[src/rtl/aomf_pkg.sv]
// ----------------------------------------------------------------------------
// Obstacle avoidance maneuver package
// Shared types, codes and widths for the obstacle avoidance sequencer.
// ----------------------------------------------------------------------------
package aomf_pkg;

  // Number of line sensors in use; only the low bits of the mask are looked at.
  localparam int SENSOR_BITS = 8;

  localparam int MaskW   = 8;
  localparam int DistW   = 12;
  localparam int TimeW   = 16;
  localparam int CfgIdxW = 3;
  localparam int CfgW    = 16;
  localparam int InDataW = 40;
  localparam int OutDataW = 8;

  // Sensors that take part in line detection.
  localparam logic [MaskW-1:0] SensorMask =
    MaskW'((17'(1) << SENSOR_BITS) - 17'(1));

  // Maneuver phases.
  typedef enum logic [2:0] {
    PH_IDLE     = 3'd0,
    PH_STOP     = 3'd1,
    PH_LEFT     = 3'd2,
    PH_SETTLE_L = 3'd3,
    PH_FORWARD  = 3'd4,
    PH_SETTLE_F = 3'd5,
    PH_RIGHT    = 3'd6
  } phase_t;

  // Drive command codes.
  typedef enum logic [2:0] {
    CMD_NONE  = 3'd0,
    CMD_STOP  = 3'd1,
    CMD_LEFT  = 3'd2,
    CMD_FWD   = 3'd3,
    CMD_RIGHT = 3'd4
  } cmd_t;

  // Configuration register indexes.
  typedef enum logic [CfgIdxW-1:0] {
    REG_THRESHOLD = 3'd0,
    REG_STOP_SET  = 3'd1,
    REG_LEFT      = 3'd2,
    REG_SETTLE    = 3'd3,
    REG_FORWARD   = 3'd4,
    REG_RIGHT_TO  = 3'd5,
    REG_REARM     = 3'd6
  } cfg_idx_t;

  // Current register values.
  typedef struct packed {
    logic [DistW-1:0] obstacle_threshold_mm;
    logic [TimeW-1:0] stop_settle_ms;
    logic [TimeW-1:0] left_shift_ms;
    logic [TimeW-1:0] shift_settle_ms;
    logic [TimeW-1:0] forward_ms;
    logic [TimeW-1:0] right_timeout_ms;
    logic [TimeW-1:0] rearm_ms;
  } cfg_t;

  // One registered input item.
  typedef struct packed {
    logic [TimeW-1:0] delta_ms;
    logic [DistW-1:0] distance_mm;
    logic [MaskW-1:0] line_mask;
  } tick_t;

  // Handshake between input stage and core.
  typedef struct packed {
    logic  valid;
    tick_t tick;
  } in_stage_t;

endpackage

[src/rtl/obstacle_avoid_maneuver_fsm_top.sv]
// An accepted item passes through the input register and then the result register.
// Throughput: one item per cycle while out_tready does not stall the result; the phase,
// timer and cooldown registers update in the same cycle the item is stepped, so the next item sees them.
// Reset (rst_n low, synchronous) returns the sequencer to idle with zero
// timers, loads the default durations and empties both register stages.
// ----------------------------------------------------------------------------
// Obstacle avoidance maneuver sequencer, top level
// Stream in control ticks, stream out one drive command item per tick.
// ----------------------------------------------------------------------------
module obstacle_avoid_maneuver_fsm_top (
  input  logic                            clk,
  input  logic                            rst_n,
  // Bits from 0: line_mask[7:0], distance_mm[19:8], delta_ms[35:20], zero pad.
  input  logic [aomf_pkg::InDataW-1:0]    in_tdata,
  input  logic                            in_tvalid,
  output logic                            in_tready,
  // Bits from 0: drive_command[2:0], active[3], phase_code[6:4], zero pad.
  output logic [aomf_pkg::OutDataW-1:0]   out_tdata,
  output logic                            out_tvalid,
  input  logic                            out_tready,
  // Finished flag: the maneuver ended on this item.
  output logic                            out_tlast,
  input  logic                            cfg_we,
  input  logic [aomf_pkg::CfgIdxW-1:0]    cfg_addr,
  input  logic [aomf_pkg::CfgW-1:0]       cfg_wdata
);

  aomf_pkg::cfg_t      cfg;
  aomf_pkg::in_stage_t stage;
  logic                take;

  aomf_cfg_regs u_cfg (
    .clk       (clk),
    .rst_n     (rst_n),
    .cfg_we    (cfg_we),
    .cfg_addr  (cfg_addr),
    .cfg_wdata (cfg_wdata),
    .cfg       (cfg)
  );

  aomf_in_stage u_in (
    .clk       (clk),
    .rst_n     (rst_n),
    .in_tvalid (in_tvalid),
    .in_tready (in_tready),
    .in_tdata  (in_tdata),
    .take      (take),
    .stage     (stage)
  );

  aomf_core u_core (
    .clk        (clk),
    .rst_n      (rst_n),
    .cfg        (cfg),
    .stage      (stage),
    .take       (take),
    .out_tvalid (out_tvalid),
    .out_tready (out_tready),
    .out_tdata  (out_tdata),
    .out_tlast  (out_tlast)
  );

endmodule

[src/rtl/aomf_cfg_regs.sv]
// ----------------------------------------------------------------------------
// Configuration registers
// Holds the threshold and phase durations, written through a plain port.
// ----------------------------------------------------------------------------
module aomf_cfg_regs (
  input  logic                          clk,
  input  logic                          rst_n,
  input  logic                          cfg_we,
  input  logic [aomf_pkg::CfgIdxW-1:0]  cfg_addr,
  input  logic [aomf_pkg::CfgW-1:0]     cfg_wdata,
  output aomf_pkg::cfg_t                cfg
);

  aomf_pkg::cfg_t cfg_r;
  aomf_pkg::cfg_t cfg_nxt;

  // Decode the write; indexes past the list leave everything unchanged.
  always_comb begin
    cfg_nxt = cfg_r;
    if (cfg_we) begin
      case (aomf_pkg::cfg_idx_t'(cfg_addr))
        aomf_pkg::REG_THRESHOLD:
          cfg_nxt.obstacle_threshold_mm = cfg_wdata[aomf_pkg::DistW-1:0];
        aomf_pkg::REG_STOP_SET:  cfg_nxt.stop_settle_ms   = cfg_wdata;
        aomf_pkg::REG_LEFT:      cfg_nxt.left_shift_ms    = cfg_wdata;
        aomf_pkg::REG_SETTLE:    cfg_nxt.shift_settle_ms  = cfg_wdata;
        aomf_pkg::REG_FORWARD:   cfg_nxt.forward_ms       = cfg_wdata;
        aomf_pkg::REG_RIGHT_TO:  cfg_nxt.right_timeout_ms = cfg_wdata;
        aomf_pkg::REG_REARM:     cfg_nxt.rearm_ms         = cfg_wdata;
        default:                 cfg_nxt = cfg_r;
      endcase
    end
  end

  // Register bank with its reset values.
  always_ff @(posedge clk) begin
    if (!rst_n) begin
      cfg_r.obstacle_threshold_mm <= 12'd50;
      cfg_r.stop_settle_ms        <= 16'd200;
      cfg_r.left_shift_ms         <= 16'd600;
      cfg_r.shift_settle_ms       <= 16'd200;
      cfg_r.forward_ms            <= 16'd800;
      cfg_r.right_timeout_ms      <= 16'd3000;
      cfg_r.rearm_ms              <= 16'd1000;
    end else begin
      cfg_r <= cfg_nxt;
    end
  end

  assign cfg = cfg_r;

endmodule

[src/rtl/aomf_in_stage.sv]
// ----------------------------------------------------------------------------
// Input register stage
// Captures one tick item and holds it until the core can take it.
// ----------------------------------------------------------------------------
module aomf_in_stage (
  input  logic                            clk,
  input  logic                            rst_n,
  input  logic                            in_tvalid,
  output logic                            in_tready,
  input  logic [aomf_pkg::InDataW-1:0]    in_tdata,
  input  logic                            take,
  output aomf_pkg::in_stage_t             stage
);

  logic            valid_r;
  logic            valid_nxt;
  aomf_pkg::tick_t tick_r;
  logic            load;

  // The slot frees up whenever the core takes the held item.
  assign in_tready = !valid_r || take;
  assign load      = in_tvalid && in_tready;

  always_comb begin
    valid_nxt = valid_r;
    if (load) begin
      valid_nxt = 1'b1;
    end else if (take) begin
      valid_nxt = 1'b0;
    end
  end

  // Control bit gets reset; payload is only loaded.
  always_ff @(posedge clk) begin
    if (!rst_n) begin
      valid_r <= 1'b0;
    end else begin
      valid_r <= valid_nxt;
    end
  end

  always_ff @(posedge clk) begin
    if (load) begin
      tick_r.line_mask   <= in_tdata[7:0];
      tick_r.distance_mm <= in_tdata[19:8];
      tick_r.delta_ms    <= in_tdata[35:20];
    end
  end

  assign stage.valid = valid_r;
  assign stage.tick  = tick_r;

endmodule

[src/rtl/aomf_core.sv]
// ----------------------------------------------------------------------------
// Maneuver sequencer core
// Steps the phase state machine once per item and registers the result.
// ----------------------------------------------------------------------------
module aomf_core (
  input  logic                             clk,
  input  logic                             rst_n,
  input  aomf_pkg::cfg_t                   cfg,
  input  aomf_pkg::in_stage_t              stage,
  output logic                             take,
  output logic                             out_tvalid,
  input  logic                             out_tready,
  output logic [aomf_pkg::OutDataW-1:0]    out_tdata,
  output logic                             out_tlast
);

  aomf_pkg::phase_t phase_r, phase_nxt;
  logic [aomf_pkg::TimeW-1:0] time_r, time_nxt;
  logic [aomf_pkg::TimeW-1:0] cool_r, cool_nxt;
  logic white_seen_r, white_seen_nxt;

  logic out_v_r, out_v_nxt;
  aomf_pkg::cmd_t   cmd_r, cmd_nxt;
  aomf_pkg::phase_t oph_r;
  logic fin_r, fin_nxt;

  logic [aomf_pkg::MaskW-1:0] mask;
  logic [aomf_pkg::TimeW-1:0] el;
  logic [aomf_pkg::TimeW-1:0] cool_dec;
  logic trigger;
  aomf_pkg::phase_t ph_cur;
  logic [aomf_pkg::TimeW-1:0] time_base;
  logic [aomf_pkg::TimeW:0]   tsum;
  logic [aomf_pkg::TimeW-1:0] tsat;
  logic white_now;

  // The core takes an item when the result register is free or draining.
  assign take = stage.valid && (!out_v_r || out_tready);

  assign mask = stage.tick.line_mask & aomf_pkg::SensorMask;
  assign el   = stage.tick.delta_ms;

  // Cooldown count and trigger check.
  assign cool_dec = (cool_r > el) ? (cool_r - el) : '0;
  assign trigger  = (phase_r == aomf_pkg::PH_IDLE) && (cool_dec == '0) &&
                    (stage.tick.distance_mm != '0) &&
                    (stage.tick.distance_mm < cfg.obstacle_threshold_mm);
  assign ph_cur   = trigger ? aomf_pkg::PH_STOP : phase_r;

  // Time in phase, saturating at the counter's full scale.
  assign time_base = trigger ? '0 : time_r;
  assign tsum = {1'b0, time_base} + {1'b0, el};
  assign tsat = tsum[aomf_pkg::TimeW] ? '1 : tsum[aomf_pkg::TimeW-1:0];
  assign white_now = (mask == '0);

  // Next state and result for the item in the input register.
  always_comb begin
    phase_nxt      = phase_r;
    time_nxt       = time_r;
    cool_nxt       = cool_r;
    white_seen_nxt = white_seen_r;
    cmd_nxt        = aomf_pkg::CMD_NONE;
    fin_nxt        = 1'b0;
    if (take) begin
      cool_nxt = cool_dec;
      if (ph_cur != aomf_pkg::PH_IDLE) begin
        phase_nxt = ph_cur;
        time_nxt  = tsat;
        cmd_nxt   = aomf_pkg::CMD_STOP;
        case (ph_cur)
          aomf_pkg::PH_STOP: begin
            if (tsat >= cfg.stop_settle_ms) begin
              phase_nxt = aomf_pkg::PH_LEFT;
              time_nxt  = '0;
            end
          end
          aomf_pkg::PH_LEFT: begin
            if (tsat >= cfg.left_shift_ms) begin
              phase_nxt = aomf_pkg::PH_SETTLE_L;
              time_nxt  = '0;
            end else begin
              cmd_nxt = aomf_pkg::CMD_LEFT;
            end
          end
          aomf_pkg::PH_SETTLE_L: begin
            if (tsat >= cfg.shift_settle_ms) begin
              phase_nxt = aomf_pkg::PH_FORWARD;
              time_nxt  = '0;
            end
          end
          aomf_pkg::PH_FORWARD: begin
            if (tsat >= cfg.forward_ms) begin
              phase_nxt = aomf_pkg::PH_SETTLE_F;
              time_nxt  = '0;
            end else begin
              cmd_nxt = aomf_pkg::CMD_FWD;
            end
          end
          aomf_pkg::PH_SETTLE_F: begin
            if (tsat >= cfg.shift_settle_ms) begin
              white_seen_nxt = white_now;
              phase_nxt      = aomf_pkg::PH_RIGHT;
              time_nxt       = '0;
            end
          end
          aomf_pkg::PH_RIGHT: begin
            white_seen_nxt = white_seen_r || white_now;
            if ((white_seen_nxt && !white_now) || (tsat >= cfg.right_timeout_ms)) begin
              phase_nxt = aomf_pkg::PH_IDLE;
              time_nxt  = '0;
              cool_nxt  = cfg.rearm_ms;
              fin_nxt   = 1'b1;
            end else begin
              cmd_nxt = aomf_pkg::CMD_RIGHT;
            end
          end
          default: begin
            // Unused phase code: stop and fall back to idle.
            phase_nxt = aomf_pkg::PH_IDLE;
            time_nxt  = '0;
          end
        endcase
      end
    end
  end

  // Result register valid bit.
  always_comb begin
    out_v_nxt = out_v_r;
    if (take) begin
      out_v_nxt = 1'b1;
    end else if (out_tready) begin
      out_v_nxt = 1'b0;
    end
  end

  // State and control registers.
  always_ff @(posedge clk) begin
    if (!rst_n) begin
      phase_r      <= aomf_pkg::PH_IDLE;
      time_r       <= '0;
      cool_r       <= '0;
      white_seen_r <= 1'b0;
      out_v_r      <= 1'b0;
    end else begin
      phase_r      <= phase_nxt;
      time_r       <= time_nxt;
      cool_r       <= cool_nxt;
      white_seen_r <= white_seen_nxt;
      out_v_r      <= out_v_nxt;
    end
  end

  // Result payload.
  always_ff @(posedge clk) begin
    if (take) begin
      cmd_r <= cmd_nxt;
      fin_r <= fin_nxt;
      oph_r <= phase_nxt;
    end
  end

  assign out_tvalid = out_v_r;
  assign out_tlast  = fin_r;
  assign out_tdata  = {1'b0, oph_r, (oph_r != aomf_pkg::PH_IDLE), cmd_r};

endmodule

[config.mk]
export PLATFORM = sky130hd
export DESIGN_NAME = obstacle_avoid_maneuver_fsm_top
export DESIGN_NICKNAME = d
export VERILOG_FILES = /design/src/rtl/aomf_pkg.sv /design/src/rtl/obstacle_avoid_maneuver_fsm_top.sv /design/src/rtl/aomf_cfg_regs.sv /design/src/rtl/aomf_in_stage.sv /design/src/rtl/aomf_core.sv
export SDC_FILE = /design/constraint.sdc
export NUM_CORES = 1
export LEC_CHECK = 0
export BUFFER_PORTS_ARGS = -buffer_cell sky130_fd_sc_hd__clkbuf_2
export CAP_MARGIN = 20
export CORE_AREA = 2 2 124 216
export CTS_BUF_LIST = sky130_fd_sc_hd__clkbuf_4 sky130_fd_sc_hd__clkbuf_8
export DETAILED_ROUTE_END_ITERATION = 8
export DIE_AREA = 0 0 126 218
export GPL_TIMING_DRIVEN = 0
export PLACE_DENSITY = 0.68
export SETUP_SLACK_MARGIN = 0.2
export SYNTH_ARGS = -nofsm -noshare
export SYNTH_HDL_FRONTEND = slang
export SYNTH_HIERARCHICAL = 1
export SYNTH_SLANG_ARGS = --single-unit
export TNS_END_PERCENT = 10
[constraint.sdc]
create_clock -name clk -period 11.3 [get_ports clk]
set_input_delay 1.13 -clock clk [delete_from_list [all_inputs] [get_ports clk]]
set_output_delay 1.13 -clock clk [all_outputs]
set_load 0.01 [all_outputs]
# == Word-level counts from Yosys, hierarchy flattened ==
# Index checks and enable logic that the tools add are counted.
# op_classes
n_addsub,2
multipliers,0
n_div,0
order_cmp,7
n_eq_ne,13
shift,0
n_mux,33
bitwise,0
n_reduce_logical,34
# ops
operator,n
2-to-1 mux 16 bit,11
greater-or-equal comparator 16 bit,5
case mux 16 bit (5 select lines),1
2-to-1 mux 3 bit,10
"equality test 3 bit, second input constant",6
case mux 3 bit (6 select lines),1
AND reduction 2 bit,9
adder 16 x 16 -> 17 bit,1
> comparator 16 bit,1
zero test 16 bit,1
subtractor 16 bit,1
"equality test 3 x 2 -> 1 bit, second input constant",4
< comparator 12 bit,1
nonzero test 12 bit,1
case mux 3 bit (3 select lines),1
zero test 8 bit,1
"equality test 3 x 1 -> 1 bit, second input constant",2
logical AND 1 bit,6
zero test 3 bit,2
2-to-1 mux 1 bit,6
nonzero test 2 bit,3
nonzero test 3 bit,2
logical OR 1 bit,4
2-to-1 mux 2 bit,2
other kinds (5),7
# totals
register_bits,189
latch_bits,0
mem_bits_rw,0
mem_bits_ro,0
out_inout_bits,11
elab_cells,108
memories,0

# == Depth between registers and ports, before layout ==
# logic_depth
word_depth,15
ltp_mapped,34
ltp_nobuf,31

# == By module ==
# The synthesis kept the hierarchy.
# modules_own_cells
mod,n_inst,cells_per_inst,area_per_inst_um2,seq_area_each_um2
aomf_core,1,796,6157.2,950.9
aomf_cfg_regs,1,387,4060.1,2162.1
aomf_in_stage,1,42,1146.1,1101.1

# == Least setup slack after synthesis ==
# No wires, ideal clock.
# synth_timing
kind,reg-to-reg
from,"reg u_in.tick_r, in the netlist u_in/stage[20]"
to,reg u_core/cool_r[12] in the netlist's numbering
setup_ps,132
arrival_ps,7277
setup_slack_ps,3891
stages_incl_launch_ff,32
path_buffers,3
cell_sequence,edfxtp_1 > ha_1 > fa_1 > nor2b_1 > o211ai_1 > a2111oi_0 > nor2_1 > xnor2_1 > or3_4 > o21a_2 > clkbuf_1 > and2_1 > ha_1 > fa_1 > a211oi_1 > o21ai_1 > a311oi_1 > o21ai_1 > o21a_1 > o21ai_2 > a21oi_1 > clkbuf_1 > nand2b_1 > ha_1 > o21ai_0 > a2111oi_0 > a21oi_1 > nor3_1 > clkbuf_1 > nor2_1 > a211oi_1 > nor3_1
# synth_via
elab_chain_cells,14
# synth_lines
item,line_no,text
start: declaration,aomf_in_stage.sv:17,aomf_pkg::tick_t tick_r;
subtractor 16 bit / > comparator 16 bit (equally long branches),aomf_core.sv:44,assign cool_dec = (cool_r > el) ? (cool_r - el) : '0;
2-to-1 mux 16 bit,aomf_core.sv:44,
zero test 16 bit,aomf_core.sv:45,assign trigger = (phase_r == aomf_pkg::PH_IDLE) && (cool_dec == '0) &&
logical AND 1 bit (2 in a row),aomf_core.sv:45,
logical AND 1 bit,aomf_core.sv:46,(stage.tick.distance_mm != '0) &&
2-to-1 mux 16 bit,aomf_core.sv:51,assign time_base = trigger ? '0 : time_r;
adder 16 x 16 -> 17 bit,aomf_core.sv:52,"assign tsum = {1'b0, time_base} + {1'b0, el};"
2-to-1 mux 16 bit,aomf_core.sv:53,assign tsat = tsum[aomf_pkg::TimeW] ? '1 : tsum[aomf_pkg::TimeW-1:0];
greater-or-equal comparator 16 bit,aomf_core.sv:108,if ((white_seen_nxt && !white_now) || (tsat >= cfg.right_timeout_ms)) begin
logical OR 1 bit,aomf_core.sv:108,
2-to-1 mux 16 bit,aomf_core.sv:108,
2-to-1 mux 16 bit,aomf_core.sv:70,case (ph_cur)
2-to-1 mux 16 bit *,aomf_core.sv:66,if (ph_cur != aomf_pkg::PH_IDLE) begin
end signal: assignment,aomf_core.sv:148,cool_r <= cool_nxt;
end: declaration,aomf_core.sv:19,"logic [aomf_pkg::TimeW-1:0] cool_r, cool_nxt;"
# Mark *: on every way between the ends. The rest lies on a longest branch, timed or not.
# A chain may end at the register's enable or synchronous reset.

# == Final worst setup path ==
# layout_timing
from,"reg u_in.tick_r, in the netlist u_in/stage[20]"
to,reg u_core/time_r[2] in the netlist's numbering
# layout_via
elab_chain_cells,13
# layout_lines
item,line_no,text
subtractor 16 bit / > comparator 16 bit (equally long branches),aomf_core.sv:44,
2-to-1 mux 16 bit,aomf_core.sv:44,
zero test 16 bit,aomf_core.sv:45,
logical AND 1 bit (2 in a row),aomf_core.sv:45,
logical AND 1 bit,aomf_core.sv:46,
2-to-1 mux 16 bit,aomf_core.sv:51,
adder 16 x 16 -> 17 bit,aomf_core.sv:52,
2-to-1 mux 16 bit,aomf_core.sv:53,
greater-or-equal comparator 16 bit,aomf_core.sv:108,
logical OR 1 bit,aomf_core.sv:108,
2-to-1 mux 16 bit,aomf_core.sv:108,
case mux 16 bit (5 select lines),aomf_core.sv:70,
end signal: assignment,aomf_core.sv:147,time_r <= time_nxt;
end: declaration,aomf_core.sv:18,"logic [aomf_pkg::TimeW-1:0] time_r, time_nxt;"
# Several ways; a longest one is shown, not always the timed one.

==> flow_metrics.py <==
metrics = {
    "finish": {
        "layout-drive-gt1-share_pct": 11.39,
        "n_antenna_cell": 0,
        "area_growth_pct": 9.678,
        "layout.cells.non_filler": 1646,
        "fin_nets": 1502,
    },
    "placement": {
        "io_buffers": 69,
        "place_congestion": 0.9985,
        "dp_hpwl_um": 25290,
        "place_inst": 1614,
    },
    "timing": {
        "worstMarginPinSlew_ns": 1.021,
        "slew_violations": 0,
        "slew_headroom_pct": 31.23,
        "clock.fmax_mhz": 101.1,
        "period_minus_slack_ns": 9.894,
        "hold_ws_ns": 0.4619,
        "fin_skew_ns": 0.01578,
        "tns_ns": 0,
        "fin_crit_sh_pct": 87.56,
        "hold_viol": 0,
        "grt_setup_unrepaired": "false",
        "setup_violations": 0,
    },
    "job": {
        "maxCapViolations": 0,
    },
    "outcome": {
        "outcome": "finished, final reports clean",
    },
    "clock_tree": {
        "clk_latency_ns": 0.50,
        "hold_buffers": 0,
        "cts.clk_slew.worst_paths_ns": 0.09,
        "h-tree-depth": 4,
        "cts.path.max_buffers": 2,
        "numCtsBuffers": 17,
        "cts_tree": "yes",
        "post-cts-setup-buffers": 0,
        "cts_root_buf": "clkbuf_8",
        "post_cts_resized": 0,
        "cts_num_sinks": 189,
    },
    "logic_synthesis": {
        "synth_top_area_share_pct": 25.72,
        "netlist_area_mm2": 0.01136,
        "seq_area_frac_synth_pct": 37.08,
        "synth_edf_count": 43,
        "yosys_most_used_dff": "dfxtp_1",
        "synth_area_per_cell_um2": 9.276,
        "synth-async-reset-ratio_pct": 0,
        "synthTopCellsByArea": "dfxtp_1 (26%), ha_1 (14%), edfxtp_1 (11%)",
        "synthTopCellsByCount": "dfxtp_1 (146), nand2_1 (142), ha_1 (123)",
        "ys_warn_count": 6,
        "synth_cells": 1225,
        "synth.distinct_cells": 78,
        "synth.net_count": 1414,
        "ys_seq_elements": 189,
        "synth.largest_area_cell": "dfxtp_1",
        "yosysMostFrequentCell": "dfxtp_1",
    },
    "route": {
        "drt_iter0_drc": 483,
        "antenna_left": 0,
        "wl_per_cell_um": 19.17,
        "wirelength_um": 31560,
        "routed_via_density": 5.596,
        "route.detailed.drc": 0,
        "vias": 9211,
        "drt_pass1_iterations": 5,
    },
    "global_route": {
        "antenna_found_initial": 0,
        "grt_pass1_wl_um": 49320,
        "grt_pass1_vias": 9373,
        "grt_usage_pct": 23.37,
        "grt_max_degree": 37,
        "overflow": 0,
    },
    "floorplan": {
        "coreArea_mm2": 0.02576,
        "chipWidth_um": 126,
        "die_h_um": 218,
        "rows": 78,
        "die_area_mm2": 0.02747,
        "start_util_pct": 44.10,
        "io_pins": 75,
    },
    "critical_path": {
        "cp_max_fo": 10,
        "crit_arrival_ns": 10.29,
        "critPathLaunchType": "flop",
        "path_class": "flop to flop",
        "critPathCaptureType": "flop",
        "cp_slowest_stage_delay_ns": 0.82,
        "crit_required_ns": 11.70,
        "crit_path_top_delay_cell": "o31ai_1",
    },
    "hold_path": {
        "hold_class": "flop to flop",
    },
    "pwr": {
        "finalPower_uw": 1466,
        "powerDensity_mw_per_mm2": 117.6,
        "p_leak_uw": 0.005627,
        "ir_drop_mv": 0.08084,
    },
}
## where the power goes
group	switching (µW)	total (µW)	internal [µW]
logic	194	308	114
clock network	247	426	179
registers	15.1	732	717
## registers in the layout (all words and copies together) (netlist names)
register and cells:
u_core/phase_r 3, u_core/oph_r 3, u_core/cool_r 16, u_in/stage 36, u_core/out_tlast 1, u_core/cmd_r 3, u_in/valid_r 1, u_core/out_tvalid 1
u_core/time_r 16, u_cfg/cfg 108, u_core/white_seen_r 1
## per-layer routing
metal	global-route usage [%]	share of wire (%)
met4	15.42	6.9
met1	23.27	37
met2	43.96	53
met5	0	0
met3	3.778	3.4
## metrics by stage
step / utilization [%] / area [µm²] / worst slack (ns)
floorplan: - / 11360 / 3.892
global placement: 47.00 / 12110 / 1.733
detailed placement: 47.00 / 12110 / 1.603
CTS: 48.37 / 12460 / 1.547
global route: 48.37 / 12460 / 1.003
finish: 48.37 / 12460 / 1.406
## critical path: cells and delay by family, from the launching register on
kind	cells	cell delay, ns
buf+inv	3	0.66
compound gates	16	5.00
flops	1	0.52
fa+ha+maj	5	1.56
xor+xnor	1	0.19
simple gates	7	1.84
## path summary, 6_finish.rpt
path                        from                to  slack, ns  cells past startpoint
hold reg to reg    u_cfg/cfg[81]     u_cfg/cfg[81]       0.46                      2
setup reg to reg  u_in/stage[20]  u_core/time_r[2]       1.41                     32
hold / removal     u_cfg/cfg[81]     u_cfg/cfg[81]       0.46                      2
setup / recovery  u_in/stage[20]  u_core/time_r[2]       1.41                     32
## cells in the final DEF, fill, tap and decap left out, types with 5 or more instances in the layout
master     Yosys  final
buf_2         15     15
xor2_1         7      7
clkbuf_1      31     31
xnor2_1       13     13
a211oi_1      24     24
a31oi_1        5      5
o21ai_0       32     32
clkinv_1       2      5
nor2b_1       47     47
nor2_1        46     46
nand2_1      142    142
nand3b_1       7      7
clkbuf_2       0     69
clkbuf_8       0     17
ha_1         123    123
nand4_1       14     14
nand3_1       16     16
a21oi_1       51     51
a21o_1        18     18
a311oi_1       9      9
o21bai_1       5      5
buf_4          5      5
nor3_1        24     24
nand2b_1      13     13
nor4_1         9      9
a32o_1        17     17
edfxtp_1      43     43
o21a_1         7      7
or2_2          9      9
dfxtp_1      146    146
o211ai_1      10     10
a2111oi_0      7      7
inv_1        116    116
mux2i_1      108    108
and2_1        21     21
## cells by family (layout without fill, tap and decap cells)
kind of cell,Yosys count,count (layout),synth area share [%]
mux,108,108,9.513
fa+ha+maj,125,125,13.90
compound gates,227,227,14.37
flops,189,189,37.08
xor+xnor,20,20,1.542
other cells,1,1,0.03300
buf+inv,173,274,6.243
simple gates,382,382,17.32
## cell type report
type | instances | area, µm²
Clock inverter | 12 | 97.59
Inverter | 118 | 442.9
Timing Repair Buffer | 69 | 345.3
Buffer | 55 | 266.5
Tap cell | 320 | 400.4
Sequential cell | 189 | 4214
Multi-Input combinational cell | 863 | 6440
Clock buffer | 20 | 256.5
Fill cell | 2556 | 13300
Power figures use the tool's default switching activity.
